`src/rtl/core/plfd_sqrt_cell.sv`:
```
// ----------------------------------------------------------------------------
// plfd_sqrt_cell
// One digit of a restoring square root: consumes two radicand bits per cell.
// ----------------------------------------------------------------------------
module plfd_sqrt_cell #(
  parameter int SQW    = 20,
  parameter int SIDE_W = 32
) (
  input  logic                clk,
  input  logic                rst_n,
  input  logic                en,
  input  logic                valid_i,
  input  logic [2*SQW-1:0]    n_i,
  input  logic [SQW+1:0]      rem_i,
  input  logic [SQW-1:0]      root_i,
  input  logic [SIDE_W-1:0]   side_i,
  output logic                valid_o,
  output logic [2*SQW-1:0]    n_o,
  output logic [SQW+1:0]      rem_o,
  output logic [SQW-1:0]      root_o,
  output logic [SIDE_W-1:0]   side_o
);

  logic [SQW+3:0] trial;
  logic [SQW+3:0] part;
  logic           take;
  logic           valid_r;
  logic [2*SQW-1:0] n_r;
  logic [SQW+1:0] rem_r;
  logic [SQW-1:0] root_r;
  logic [SIDE_W-1:0] side_r;

  assign part  = {rem_i, n_i[2*SQW-1 -: 2]};
  assign trial = (SQW+4)'({root_i, 2'b01});
  assign take  = (part >= trial);

  always_ff @(posedge clk) begin
    if (!rst_n) begin
      valid_r <= 1'b0;
    end else if (en) begin
      valid_r <= valid_i;
    end
  end

  always_ff @(posedge clk) begin
    if (en) begin
      n_r    <= {n_i[2*SQW-3:0], 2'b00};
      side_r <= side_i;
      if (take) begin
        rem_r  <= (SQW+2)'(part - trial);
        root_r <= {root_i[SQW-2:0], 1'b1};
      end else begin
        rem_r  <= (SQW+2)'(part);
        root_r <= {root_i[SQW-2:0], 1'b0};
      end
    end
  end

  assign valid_o = valid_r;
  assign n_o     = n_r;
  assign rem_o   = rem_r;
  assign root_o  = root_r;
  assign side_o  = side_r;

endmodule

```
`config.mk`:
```
export PLATFORM = sky130hd
export DESIGN_NAME = plfd_sqrt_cell
export DESIGN_NICKNAME = d
export VERILOG_FILES = /design/src/rtl/core/plfd_sqrt_cell.sv
export SDC_FILE = /design/constraint.sdc
export NUM_CORES = 1
export LEC_CHECK = 0
export ABC_AREA = 1
export BUFFER_PORTS_ARGS = -buffer_cell sky130_fd_sc_hd__clkbuf_2
export CAP_MARGIN = 20
export CORE_MARGIN = 2
export CORE_UTILIZATION = 45
export CTS_CLUSTER_SIZE = 20
export DETAILED_ROUTE_END_ITERATION = 16
export GPL_TIMING_DRIVEN = 0
export PLACE_DENSITY = 0.83
export SYNTH_ARGS = -nofsm -noshare
export SYNTH_HDL_FRONTEND = slang
export SYNTH_SLANG_ARGS = --single-unit
```
`constraint.sdc`:
```
create_clock -name clk -period 3.64 [get_ports clk]
set_clock_uncertainty 0.05 [all_clocks]
set_input_delay 0.546 -clock clk [delete_from_list [all_inputs] [get_ports clk]]
set_output_delay 0.546 -clock clk [all_outputs]
set_load 0.01 [all_outputs]
```
**Word-level counts from Yosys, hierarchy flattened**

Cells that the tools add are included.

- Muxes and demuxes: 2
- Add/subtract/negate cells: 1
- Order comparisons: 1

Operators by type and width:

| operator | count |
|---|---|
| 24-bit by 22-bit >= comparator with 1-bit output | 1 |
| 22-bit 2-to-1 mux | 1 |
| 22-bit subtractor | 1 |
| 1-bit 2-to-1 mux | 1 |

- Word-level logic and storage cells: 9
- Output and inout bits: 115
- Input port bits: 118
- Flip-flop bits (word level): 113

**Logic depth before layout (Yosys ltp)**

- Depth after elaboration: 2
- Gate-level depth with buffers: 14
- Depth with buffers taken out: 13

**Least setup slack after synthesis**

No wires, ideal clock.

- Kind: input port to flip-flop
- Start: input port root_i[4]
- End: register rem_r[21] (netlist: rem_o[21]) (data pin)
- Data required time: 3337 ps
- Path slack: 1491 ps
- Buffers on the path: 1
- Stages on the path: 11
- Arrival time: 1847 ps
- Library setup time: 253 ps
- Path through: inv_1 ha_1 nand2_2 inv_2 a21oi_2 nand2_4 nand2_4 nand4_4 buf_12 nand3_2 nand2_1

- Word-level cells in the longest chain between the ends: 2
- Elaborated cells between the ends (all ways): 3
- Those cells by class: 1 x add/sub; 1 x order compare; 1 x mux

Ends and longest elaborated chain:

| what | RTL line | text |
|---|---|---|
| start: declaration | 15 | `input logic [SQW-1:0] root_i,` |
| 22-bit subtractor / 24-bit by 22-bit >= comparator with 1-bit output (equally long branches) | 50, 35 |  |
| 22-bit 2-to-1 mux (*) | 49 | `if (take) begin` |
| end signal: assignment | 50 | `rem_r <= (SQW+2)'(part - trial);` |
| end signal: assignment | 53 | `rem_r <= (SQW+2)'(part);` |
| end: declaration | 29 | `logic [SQW+1:0] rem_r;` |

Mark *: on every way between the ends. The rest lies on a longest branch, timed or not.
A chain may end at the register's enable or synchronous reset.

**Worst setup path in the final report**

- Start: input port root_i[4]
- End: register rem_r[19] (netlist: rem_o[19]) (data pin)

The elaborated chain is that of the path after synthesis.

==> metrics.md <==
| Metric | Value |
|---|---|
| Pint | 2.83 mW |
| Total length of routed wires | 14.1 mm |
| Post_cts resized | 0 |
| Pwr Total | 3.82 mW |
| Data arrival, critical path | 2320 ps |
| H-tree depth | 4 |
| Worst r2r dst | valid_o |
| Top-area cell type share of the netlist area | 60.1% |
| RSZ-0062 raised after global routing | no |
| R2R Path Start | valid_o |
| Via density | 4.64 |
| Vias in the first global route | 4,410 |
| Worst skew pair latency | 400 ps |
| Ratio of cells with drive above 1 in the final layout | 41.1% |
| Drt first-iter violations | 364 |
| LEAKAGE | 3.78 nW |
| Initial antenna violation count | 0 |
| Post-CTS setup buffers | 0 |
| # rows | 40 |
| Util after Layout | 62.5% |
| DRT Pass-1 Iters | 4 |
| Flops & latches, synth | 113 |
| Final Hold Viols | 0 |
| Cell breakdown of the critical path | clkbuf_2, inv_1, ha_1, nand2_2, inv_2, a21oi_2, nand2_4, nand2_4, clkbuf_1, nand4_1, nand2_1 |
| Worst-path clk slew | 60 ps |
| CTS sink cnt | 113 |
| Met2 routed WL | 7.32 mm |
| Worst endpoint required time | 3860 ps |
| DR DRC count | 0 |
| Initial Util | 46.4% |
| Core Box Area | 0.0121 mm² |
| Area of the die | 0.0133 mm² |
| Crit-path most repeated cell | nand2_4 |
| I/O Pins | 233 |
| Post-Synthesis Cells | 527 |
| Switching pwr | 0.985 mW |
| Vias | 4,449 |
| Yosys cell types | 34 |
| CP max-delay cell | clkbuf_1 |
| Syn Area/Cell | 10.6 µm² |
| DP Wirelength | 10.9 mm |
| Startpoint types | input port |
| GP Congestion | 0.929 |
| Largest family of logic cells by synthesized area | simple AND/OR/NAND/NOR gates |
| Crit end category | flop |
| Die Y | 116 µm |
| Overall Global Routing Usage | 21.0% |
| Largest area contributor in the netlist | edfxtp_1 |
| Adder-cell share of the synthesized area | 4.92% |
| Placed inst area | 0.00697 mm² |
| Setup CP Type | in2reg |
| ANT cells | 0 |
| Worst Hold Path EP | side_o[22] |
| Root buffer cell | clkbuf_16 |
| Hold_sp | side_i[22] |
| Clk pwr share | 41.3% |
| Port bufs | 230 |
| Endpoints failing setup | 0 |
| Comb pwr share | 16.6% |
| Outcome | completed |
| Met1 wire length | 5.24 mm |
| Area growth syn-to-layout | 34.7% |
| Sw Share | 25.8% |
| Min Tclk post-route | 2100 ps |
| Peak VDD IR | 0.000301 V |
| Sequential fraction of the synthesis area | 60.4% |
| Max Cap Violations | 0 |
| Longest Clk Path Bufs | 2 |
| Worst Hold Class | in2reg |
| Largest net degree at the start of global routing | 115 |
| Setup TNS | 0 ps |
| Sequential share of power | 42.2% |
| Post-Syn Area | 0.00560 mm² |
| Hold Path Depth | 1 |
| Post-route ant nets | 0 |
| Reg2reg setup slack | 2900 ps |
| Synth Area in Compound Gates | 3.49% |
| TritonCTS Buffers | 17 |
| CTS tree | yes |
| Mux contribution to synthesized area | 0% |
| Worst Tran Pin Value | 874 ps |
| Total gr overflow | 0 |
| DR WL met3 | 1.20 mm |
| Power per cell area | 506 mW/mm² |
| # nets final | 917 |
| Die width | 116 µm |
| Crit share post-route | 57.8% |
| Worst r2r path cells | 2 |
| First-pass GRT wire length | 21.2 mm |
| Simple-Gate Fraction of Synth Area | 21.5% |
| Yosys warns | 0 |
| Final slew viol count | 0 |
| Synth top area cells | edfxtp_1 60%, nand2_1 9.5%, inv_1 6.2% |
| CTS Hold Bufs | 0 |
| XOR/XNOR Fraction of Synth Area | 1.41% |
| Highest routed layer | met4 |
| Peak Freq | 476 MHz |
| Fin area | 0.00754 mm² |
| Avg WL per Cell | 14.7 µm |
| Peak per-stage delay on the critical path | 460 ps |
| Worst slew margin | 41.7% |
| Crit Path Max Fanout | 10 |
==> registers in the layout (all words and copies together), names as in the netlist <==
name / cells
rem_o: 22
n_o: 38
valid_o: 1
root_o: 20
side_o: 32
==> per-stage QoR <==
step / instances / hold WS, ps / setup slack (ps)
after global routing: 958 / 255 / 1430
after global placement: 926 / 477 / 551
final: 958 / 269 / 1540
after floorplan: 528 / 505 / 1490
after detailed placement: 926 / 496 / 1140
after CTS: 958 / 257 / 1560
==> worst max-delay path by stage <==
| stage | startpoint | end | slack [ps] | depth (start not counted) |
|---|---|---|---|---|
| 2_1_floorplan | root_i[4] | rem_o[21] | 1490 | 11 |
| 3_3_place_gp | en | valid_o | 550 | 3 |
| 3_5_place_dp | root_i[5] | rem_o[19] | 1140 | 11 |
| 4_1_cts | root_i[5] | rem_o[19] | 1560 | 11 |
| 5_1_grt | root_i[7] | rem_o[16] | 1430 | 11 |
| 6_report | root_i[4] | rem_o[19] | 1540 | 11 |
==> power by group through the flow <==
stage | Clock [mW] | Sequential [mW] | Combinational, mW
finish | 1.58 | 1.61 | 0.632
global route | 1.66 | 1.62 | 0.705
CTS | 1.60 | 1.61 | 0.637
detailed placement | 0 | 1.63 | 0.632
global placement | 0 | 1.63 | 0.623
floorplan | 0 | 1.70 | 0.293
==> kinds of logic (layout without fill, tap and decap cells) <==
logic type	count (synthesis)	in the layout
AO/OA/AOI/OAI	29	29
XOR/XNOR	9	9
adder cells (fa/ha/maj)	22	22
buffers and inverters	107	369
flip-flops	113	113
other	1	2
AND/OR/NAND/NOR	246	246
==> cell type report <==
cell class,instances,area (µm²)
Clock inverter,14,140
Tap cell,168,210
Sequential cell,113,3380
Clock buffer,18,429
Fill cell,1002,4520
Inverter,98,368
Buffer,9,87.6
Timing Repair Buffer,230,1160
Multi-Input combinational cell,308,1760
==> cell usage in the layout, fill, tap and decap left out, drive strengths merged <==
master	instances
edfxtp	112
nand4	17
dfxtp	1
clkinvlp	4
bufinv	2
clkinv	6
nor3	3
or2	2
o21ai	12
clkbuf	250
ha	22
nor2	28
nand3b	5
a21oi	15
inv	100
and2	2
xor2	8
nand2	161
o21bai	2
xnor2	1
nand3	28
buf	7
conb	2
==> worst max-delay path: cells and delay by family <==
family	cells	cell delay [ps]
buffers and inverters	4	650
AND/OR/NAND/NOR	5	630
adder cells (fa/ha/maj)	1	330
AO/OA/AOI/OAI	1	170
==> per-layer routing <==
| metal | up-vias | GRT usage, % |
|---|---|---|
| met3 | 25 | 5.75 |
| met2 | 172 | 38.1 |
| met1 | 2024 | 23.1 |
| li1 | 2228 | - |
| met4 | 0 | 8.67 |
| met5 | - | 0 |
==> cells in the mapped netlist <==
| master | number |
|---|---|
| and2_1 | 1 |
| or2_1 | 1 |
| nand2_1 | 142 |
| buf_4 | 2 |
| nand2_2 | 17 |
| a21oi_1 | 13 |
| clkbuf_1 | 2 |
| dfxtp_1 | 1 |
| buf_2 | 2 |
| nand3b_1 | 5 |
| o21ai_2 | 10 |
| buf_8 | 1 |
| nor2_1 | 21 |
| nand4_4 | 1 |
| a21oi_2 | 2 |
| nor2_2 | 3 |
| nor2_4 | 4 |
| o21bai_1 | 2 |
| o21ai_0 | 2 |
| edfxtp_1 | 112 |
| inv_2 | 5 |
| nor3_1 | 3 |
| and2_4 | 1 |
| conb_1 | 1 |
| nand3_1 | 16 |
| or2_2 | 1 |
| nand3_2 | 12 |
| inv_1 | 93 |
| buf_12 | 2 |
| xor2_1 | 8 |
| xnor2_1 | 1 |
| ha_1 | 22 |
| nand4_1 | 16 |
| nand2_4 | 2 |
Note: power is estimated with default switching activity, not from simulation.
