==> src/rtl/core/plfd_div_cell.sv <==
// ----------------------------------------------------------------------------
// plfd_div_cell
// One quotient bit of a restoring divider; cells are chained from MSB down.
// ----------------------------------------------------------------------------
module plfd_div_cell #(
  parameter int DENW   = 44,
  parameter int QW     = 16,
  parameter int SH     = 15,
  parameter int SIDE_W = 9
) (
  input  logic                 clk,
  input  logic                 rst_n,
  input  logic                 en,
  input  logic                 valid_i,
  input  logic [DENW+QW-1:0]   rem_i,
  input  logic [DENW-1:0]      den_i,
  input  logic [QW-1:0]        q_i,
  input  logic [SIDE_W-1:0]    side_i,
  output logic                 valid_o,
  output logic [DENW+QW-1:0]   rem_o,
  output logic [DENW-1:0]      den_o,
  output logic [QW-1:0]        q_o,
  output logic [SIDE_W-1:0]    side_o
);

  localparam int RW = DENW + QW;

  logic [RW-1:0]     dsh;
  logic              take;
  logic              valid_r;
  logic [RW-1:0]     rem_r;
  logic [DENW-1:0]   den_r;
  logic [QW-1:0]     q_r;
  logic [SIDE_W-1:0] side_r;

  assign dsh  = RW'(den_i) << SH;
  assign take = (rem_i >= dsh);

  always_ff @(posedge clk) begin
    if (!rst_n) begin
      valid_r <= 1'b0;
    end else if (en) begin
      valid_r <= valid_i;
    end
  end

  always_ff @(posedge clk) begin
    if (en) begin
      rem_r  <= take ? (rem_i - dsh) : rem_i;
      den_r  <= den_i;
      q_r    <= {q_i[QW-2:0], take};
      side_r <= side_i;
    end
  end

  assign valid_o = valid_r;
  assign rem_o   = rem_r;
  assign den_o   = den_r;
  assign q_o     = q_r;
  assign side_o  = side_r;

endmodule

==> config.mk <==
export PLATFORM = sky130hd
export DESIGN_NAME = plfd_div_cell
export DESIGN_NICKNAME = d
export VERILOG_FILES = /design/src/rtl/core/plfd_div_cell.sv
export SDC_FILE = /design/constraint.sdc
export NUM_CORES = 1
export LEC_CHECK = 0
export BUFFER_PORTS_ARGS = -buffer_cell sky130_fd_sc_hd__buf_2
export CORE_UTILIZATION = 51
export CTS_CLUSTER_SIZE = 16
export DETAILED_ROUTE_END_ITERATION = 16
export PLACE_DENSITY = 0.93
export SKIP_LAST_GASP = 1
export SLEW_MARGIN = 20
export SYNTH_ARGS = -nofsm -noshare
export SYNTH_HDL_FRONTEND = slang
export SYNTH_SLANG_ARGS = --single-unit
==> constraint.sdc <==
create_clock -name clk -period 4.4 [get_ports clk]
set_clock_uncertainty 0.2 [all_clocks]
set_input_delay 0.66 -clock clk [delete_from_list [all_inputs] [get_ports clk]]
set_output_delay 0.66 -clock clk [all_outputs]
set_load 0.01 [all_outputs]
* After elaboration in Yosys (flattened, before gate mapping)
Cells that the tools add are included.
** Storage, ports and cells
- Word-level logic and storage cells :: 8
- Bits in registers :: 130
** Operators by class
- Magnitude comparators :: 1
- Multiplexer cells :: 1
- Add/subtract/negate cells :: 1
** Operators by type and width (count)
- $ge A60 B59 Y1 :: 1
- $mux W60 :: 1
- $sub A60 B59 Y60 :: 1

* Depth between registers and ports, before layout
Gate-level depths: netlist of the first run.
- Depth after elaboration :: 2
- Depth in mapped cells :: 13

* Least setup slack after synthesis of the first run
Ideal clock, no wire load.
- Path kind :: input to register
- From :: input port den_i[7]
- To :: register rem_r[57], in the netlist rem_o[57] (data pin)
- Arrival :: 3253 ps
- Stages on the path :: 12
- Path buffers :: 1
- Path slack :: 684 ps
- Data required time :: 3936 ps
- Path through :: inv_1 -> ha_1 -> buf_4 -> nand4_2 -> or4_1 -> or4_1 -> o31a_1 -> o221ai_2 -> nand3b_4 -> inv_2 -> o41ai_1 -> nor2_1
** On the way
- Cells in the longest elaborated chain, start to end :: 2
- Elaborated cells on any way between the ends :: 3
** Ends and longest elaborated chain
- start, declared :: RTL line 16 : input logic [DENW-1:0] den_i,
- $sub A60 B59 Y60 or $ge A60 B59 Y1 (tied branches) :: RTL line 49, 37
- $mux W60 * :: RTL line 49 : rem_r <= take ? (rem_i - dsh) : rem_i;
- end signal, assigned :: RTL line 49
- end, declared :: RTL line 31 : logic [RW-1:0] rem_r;
Every way passes the cells marked *; elsewhere a longest branch is shown, timed or not.
A chain may end at the register's enable or synchronous reset.

* Final worst setup path of the first run
- From :: input port rem_i[15]
- To :: register rem_r[55], in the netlist rem_o[55] (data pin)
** On the way
- Cells in the longest elaborated chain, start to end :: 2
- Elaborated cells on any way between the ends :: 3
** Ends and longest elaborated chain
- start, declared :: RTL line 15 : input logic [DENW+QW-1:0] rem_i,
- $sub A60 B59 Y60 or $ge A60 B59 Y1 (tied branches) :: RTL line 49, 37
- $mux W60 * :: RTL line 49
Marks and branches as above.

==> metrics.md, run 1 <==
| Metric | Value |
|---|---|
| Max Cap Viol | `0` |
| # DRC | `0` |
| Critical path's largest stage delay | `0.47 ns` |
| Final period util | `0.9137` |
| Final antenna-violating net count | `0` |
| Count leader, synth | `edfxtp_1` |
| Area leader, netlist | `edfxtp_1` |
| Final HPWL DP | `15080 µm` |
| Clk sinks | `130` |
| Leakage power | `4.238 nW` |
| Worst-margin pin slew | `1.046 ns` |
| Final Hold Fails | `0` |
| Worst Hold Class | `input port to flip-flop` |
| Total GRT Usage | `0.2650` |
| Max transition margin | `0.3028` |
| Cell Area, Synth | `0.007341 mm²` |
| Syn Area/Cell | `10.75 µm²` |
| Commonest cells post-synth | `edfxtp_1 (129), a21oi_1 (78), inv_1 (55), nor2_1 (53), nand2_1 (45)` |
| Number of global-route vias before repair | `5997` |
| Crit Path Category | `input port to flip-flop` |
| Initial antenna violation count | `0` |
| Worst Setup End Kind | `flip-flop` |
| Reg-to-Reg Start | `valid_o` |
| Post-synth EDFFs | `129` |
| Slowest-stage cell, CP | `a2111oi_0` |
| CTS tree | `yes` |
| Final critical-path required period | `4.020 ns` |
| Root buffer cell | `clkbuf_16` |
| Synth async-reset ratio | `0` |
| Clock buffer depth | `2` |
| Hold slack | `0.2097 ns` |
| Utilization after layout | `0.6821` |
| Post-synth top area share | `0.5277` |
| TritonRoute pass-1 iters | `5` |
| Chip Width | `122.0 µm` |
| Worst endpoint required time | `4.35 ns` |
| Critical path cell sequence | `buf_2 -> inv_1 -> ha_1 -> fa_1 -> nor2b_1 -> o2111ai_1 -> a31oi_1 -> o32a_1 -> a41o_1 -> a31oi_1 -> o31ai_1 -> buf_4 -> a2111oi_0 -> a211oi_1` |
| Synth Flop Type | `edfxtp_1` |
| Min-Delay Startpoint | `side_i[7]` |
| CTS Buf Count | `17` |
| Yosys warns | `0` |
| GRT overflow | `0` |
| Die Ht | `122.0 µm` |
| Power Density | `413.2 mW/mm²` |
| Worst skew pair latency | `0.42 ns` |
| Drt wl/cell | `17.28 µm` |
| I/O Pins | `263` |
| VDD IR max | `0.0002023 V` |
| Port Buffer Count | `261` |
| Initial DRC count | `558` |
| Area of the die | `0.01488 mm²` |
| Post-synth cell types | `63` |
| RSZ-0062 raised after global routing | `no` |
| Worst Path Arrival | `3.97 ns` |
| Startpoint type of the worst setup path | `input port` |
| Post-cts sizing count | `0` |
| Layout cells sized above 1 | `0.3385` |
| Top cells by area, synth | `edfxtp_1 (53%), ha_1 (7.5%), a21oi_1 (5.3%)` |
| Clock transition at the registers of the reported paths | `0.06 ns` |
| H-tree depth | `4` |
| Total wire length | `19750 µm` |
| CP dominant cell by count | `a31oi_1` |
| Setup bufs post-CTS | `0` |
| Syn-to-layout area delta | `29.49%` |
| Initial Util | `0.5268` |
| Final Max Slew Viols | `0` |
| Setup WS pre-CTS | `0.04341 ns` |
| Cts hold-fix bufs | `0` |
| Area of the core | `0.01393 mm²` |
| GPL Wtd Cong | `0.9118` |
| Status | `complete, no violations` |
| Syn_nets | `861` |
| Final TNS setup | `0 ns` |
| Final WS setup | `0.3795 ns` |
| Post-synthesis register bit count | `130` |
| Fin nets | `1128` |
| Cells after Synth | `683` |
| Fillers | `996` |
| Crit Path Max Fanout | `4` |
| Largest net degree at the start of global routing | `117` |
| Vias | `6468` |
| Antenna Cells | `0` |
| Setup violations, final | `0` |
| FP Rows | `43` |
| Critical path origin | `rem_i[15]` |
| First-pass GRT wire length | `30010 µm` |
| Max frequency | `248.7 MHz` |
| Sequential element share of the synthesized area | `0.5304` |
| Avg Vias per Cell | `5.659` |
[power breakdown]
group | switching, mW | internal [mW] | leakage (nW)
Sequential | 0.0313 | 1.53 | 1.27
Clock | 0.561 | 0.954 | 0.296
Combinational | 0.501 | 0.354 | 2.67
[final timing paths]
check,cells past startpoint,slack [ns],endpoint
setup reg to reg,2,3.61,valid_o
hold reg to reg,2,0.32,valid_o
setup / recovery,14,0.38,rem_o[55]
hold / removal,1,0.21,side_o[7]
[per-stage QoR]
stage	cell area (µm²)	cells	total power, mW
detailed placement	8875	1111	2.422
CTS	9505	1143	3.929
global placement	8875	1111	2.395
finish	9505	1143	3.928
floorplan	7341	683	2.079
global route	9505	1143	4.077
[layer usage]
| metal | share of wire | GRT usage | up-vias |
|---|---|---|---|
| met5 | 0 | 0 | - |
| met4 | 0.029 | 0.1127 | 0 |
| met3 | 0.082 | 0.06461 | 47 |
| met2 | 0.49 | 0.4379 | 319 |
| met1 | 0.40 | 0.3302 | 3042 |
| li1 | - | - | 3060 |
[state kept, by name, indices dropped and copies added, names as in the netlist]
| signal | cells |
|---|---|
| side_o | 9 |
| valid_o | 1 |
| rem_o | 60 |
| q_o | 16 |
| den_o | 44 |
[layout by cell type (no fill, tap or decap), drive strengths merged, types with 5 or more instances in the layout]
cell type and n:
o21ai 38, nand2b 6, or3 6, nor3 10
buf 281, o31ai 6, a31oi 5, a21o 19
inv 60, or2 6, nand4 14, o211ai 6
clkbuf 17, o21a 9, xor2 14, nand2 45
xnor2 21, ha 44, nand3 5, o21bai 12
nor2b 10, edfxtp 129, nor2 53, a21oi 78
[critical path: cells and delay by family]
family,cells,cell delay [ns]
adders and majority gates,2,0.45
buffers and inverters,3,0.33
AOI/OAI and AO/OA,8,2.43
and+or+nand+nor,1,0.09
[cell families (layout without fill, tap and decap cells)]
kind of cell	count (synthesis)	after routing	synth area share
buffers and inverters	89	369	0.04960
AOI/OAI and AO/OA	205	205	0.1768
DFF	130	130	0.5304
muxes	2	2	0.002727
adders and majority gates	45	45	0.07772
xor gates and xnor gates	35	35	0.04176
and+or+nand+nor	177	177	0.1210
[layout make-up]
class | instances | area [µm²] | share of cell area
sequential | 130 | 3894 | 0.4096
timing repair buffer | 281 | 1463 | 0.1539
tap | 180 | 225.2 | 0.02369
clock inverter | 15 | 205.2 | 0.02159
inverter | 56 | 210.2 | 0.02211
multi-input combinational | 464 | 3083 | 0.3243
clock buffer | 17 | 425.4 | 0.04475
Note: power is estimated with default switching activity, not from simulation.
==> run 2: changes to the inputs <==
BUFFER_PORTS_ARGS = unset   (was -buffer_cell sky130_fd_sc_hd__buf_2)
CORE_UTILIZATION = 55   (was 51)
DONT_BUFFER_PORTS = 1   (was unset)
PLACE_DENSITY = 0.81   (was 0.93)
==> metrics.md, run 2 (synthesized netlist as in run 1, its figures left out) <==
| Metric | Value |
|---|---|
| Final Hold Fails | `0 (unchanged)` |
| Final critical-path required period | `3.777 ns (-0.2438 ns)` |
| Setup bufs post-CTS | `0 (unchanged)` |
| Crit Path Max Fanout | `16 (+12)` |
| Syn-to-layout area delta | `10.29%` |
| Setup violations, final | `0 (unchanged)` |
| Status | `complete, no violations` |
| RSZ-0062 raised after global routing | `no` |
| Area of the die | `0.01381 mm² (-7.2%)` |
| Fin nets | `859 (-24%)` |
| Initial Util | `0.5724 (+0.04559)` |
| Worst skew pair latency | `0.41 ns (about the same)` |
| Critical path buffers and inverters | `3 (unchanged)` |
| Placed Cells | `834 (-25%)` |
| Max FFs per register | `60 (unchanged)` |
| Met2 usage | `0.4316 (-0.006270)` |
| Area of the core | `0.01282 mm² (-8.0%)` |
| Most frequent cells in the layout | `edfxtp_1 (129), a21oi_1 (78), inv_1 (55)` |
| GPL Wtd Cong | `0.8483 (-7.0%)` |
| Crit Path Category | `input port to flip-flop` |
| Max transition margin | `0.5455 (+0.2428)` |
| Layout cells sized above 1 | `0.08081 (-0.2577)` |
| FP Rows | `41 (-4.7%)` |
| Initial antenna violation count | `1 (+1)` |
| Grt met3 use | `0.08769 (+0.02309)` |
| CTS tree | `yes` |
| Cts hold-fix bufs | `0 (unchanged)` |
| # DRC | `0 (unchanged)` |
| Port Buffer Count | `0 (-100%)` |
| Power Density | `446.0 mW/mm² (+7.9%)` |
| Post-cts sizing count | `0 (unchanged)` |
| Drt wl/cell | `20.87 µm (+21%)` |
| Slowest-stage cell, CP | `or4_1` |
| Final non-filler cell total | `866 (-24%)` |
| Final WS setup | `0.6233 ns (+0.2438 ns)` |
| Critical path's largest stage delay | `0.57 ns (+0.10 ns)` |
| I/O Pins | `263 (unchanged)` |
| First-pass GRT wire length | `28110 µm (-6.3%)` |
| Leakage power | `3.166 nW (-25%)` |
| Final period util | `0.8583 (-0.05541)` |
| Setup WS pre-CTS | `0.2196 ns (+0.1762 ns)` |
| Chip Width | `117.5 µm (-3.6%)` |
| TritonRoute pass-1 iters | `5 (unchanged)` |
| H-tree depth | `4 (unchanged)` |
| Number of global-route vias before repair | `5259 (-12%)` |
| VDD IR max | `0.0002425 V (+20%)` |
| Total GRT Usage | `0.2642 (-0.0007793)` |
| Clk sinks | `130 (unchanged)` |
| Clock buffer depth | `2 (unchanged)` |
| Worst Setup End Kind | `flip-flop` |
| Die Ht | `117.5 µm (-3.6%)` |
| Critical path cell sequence | `inv_1 -> ha_1 -> nand4_2 -> or4_1 -> or4_1 -> o31a_1 -> o221ai_2 -> nand3b_4 -> inv_2 -> buf_4 -> o41ai_2` |
| Gr busiest metal | `met2` |
| Avg Vias per Cell | `6.154 (+8.7%)` |
| Final TNS setup | `0 ns (unchanged)` |
| CP dominant cell by count | `or4_1` |
| Worst Hold Class | `input port to flip-flop` |
| Vias | `5329 (-18%)` |
| Max frequency | `264.8 MHz (+6.5%)` |
| Worst-margin pin slew | `0.6645 ns (-0.3813 ns)` |
| Final antenna-violating net count | `0 (unchanged)` |
| Total wire length | `18080 µm (-8.5%)` |
| Final HPWL DP | `13660 µm (-9.4%)` |
| Met1 GRT Util | `0.3122 (-0.01795)` |
| Clock transition at the registers of the reported paths | `0.06 ns (about the same)` |
| Largest net degree at the start of global routing | `131 (+12%)` |
| Worst Path Arrival | `3.81 ns (-0.16 ns)` |
| Startpoint type of the worst setup path | `input port` |
| GRT overflow | `0 (unchanged)` |
| CTS Buf Count | `17 (unchanged)` |
| CP top delay family | `simple AND/OR/NAND/NOR gates` |
| Most common cell after layout, fill and taps aside | `edfxtp_1` |
| Root buffer cell | `clkbuf_16` |
| Max Cap Viol | `0 (unchanged)` |
| Final Max Slew Viols | `0 (unchanged)` |
| Initial DRC count | `442 (-21%)` |
| Worst endpoint required time | `4.43 ns (+0.08 ns)` |
| Fillers | `1000 (+0.40%)` |
[run 2: cell type report]
type	instances	area, µm²	share of cell area
clock buffers	17	425.4	0.05254
flip-flops and latches	130	3894	0.4809
inverters	56	210.2	0.02596
diodes	1	2.502	0.0003091
well taps	172	215.2	0.02658
repair buffers	12	102.6	0.01267
clock inverters	14	163.9	0.02024
multi-input cells	464	3083	0.3808
[run 2: final timing paths]
check	slack (ns)	start	endpoint	cells after the start
worst min-delay path	0.13	den_i[33]	den_o[33]	0
worst min register to register	0.36	valid_o	valid_o	2
worst max-delay path	0.62	den_i[7]	rem_o[25]	11
worst max register to register	3.58	valid_o	valid_o	2
[run 2: metrics by stage]
step	hold WS [ns]	instance area (µm²)	util	power, mW
floorplan	0.3383	7341	-	2.079
global placement	0.3567	7505	0.5852	2.208
detailed placement	0.3599	7505	0.5852	2.219
CTS	0.1194	8094	0.6311	3.625
global route	0.1161	8097	0.6313	3.753
finish	0.1324	8097	0.6313	3.611
[run 2: metal layers]
layer,wire length (µm),vias up
li1,-,2517
met1,7008,2493
met2,8815,267
met3,1559,52
met4,694,0
met5,0,-
[run 2: power by group]
group	internal, mW	switching, mW
combinational	0.226	0.322
clock	0.884	0.520
sequential	1.54	0.123
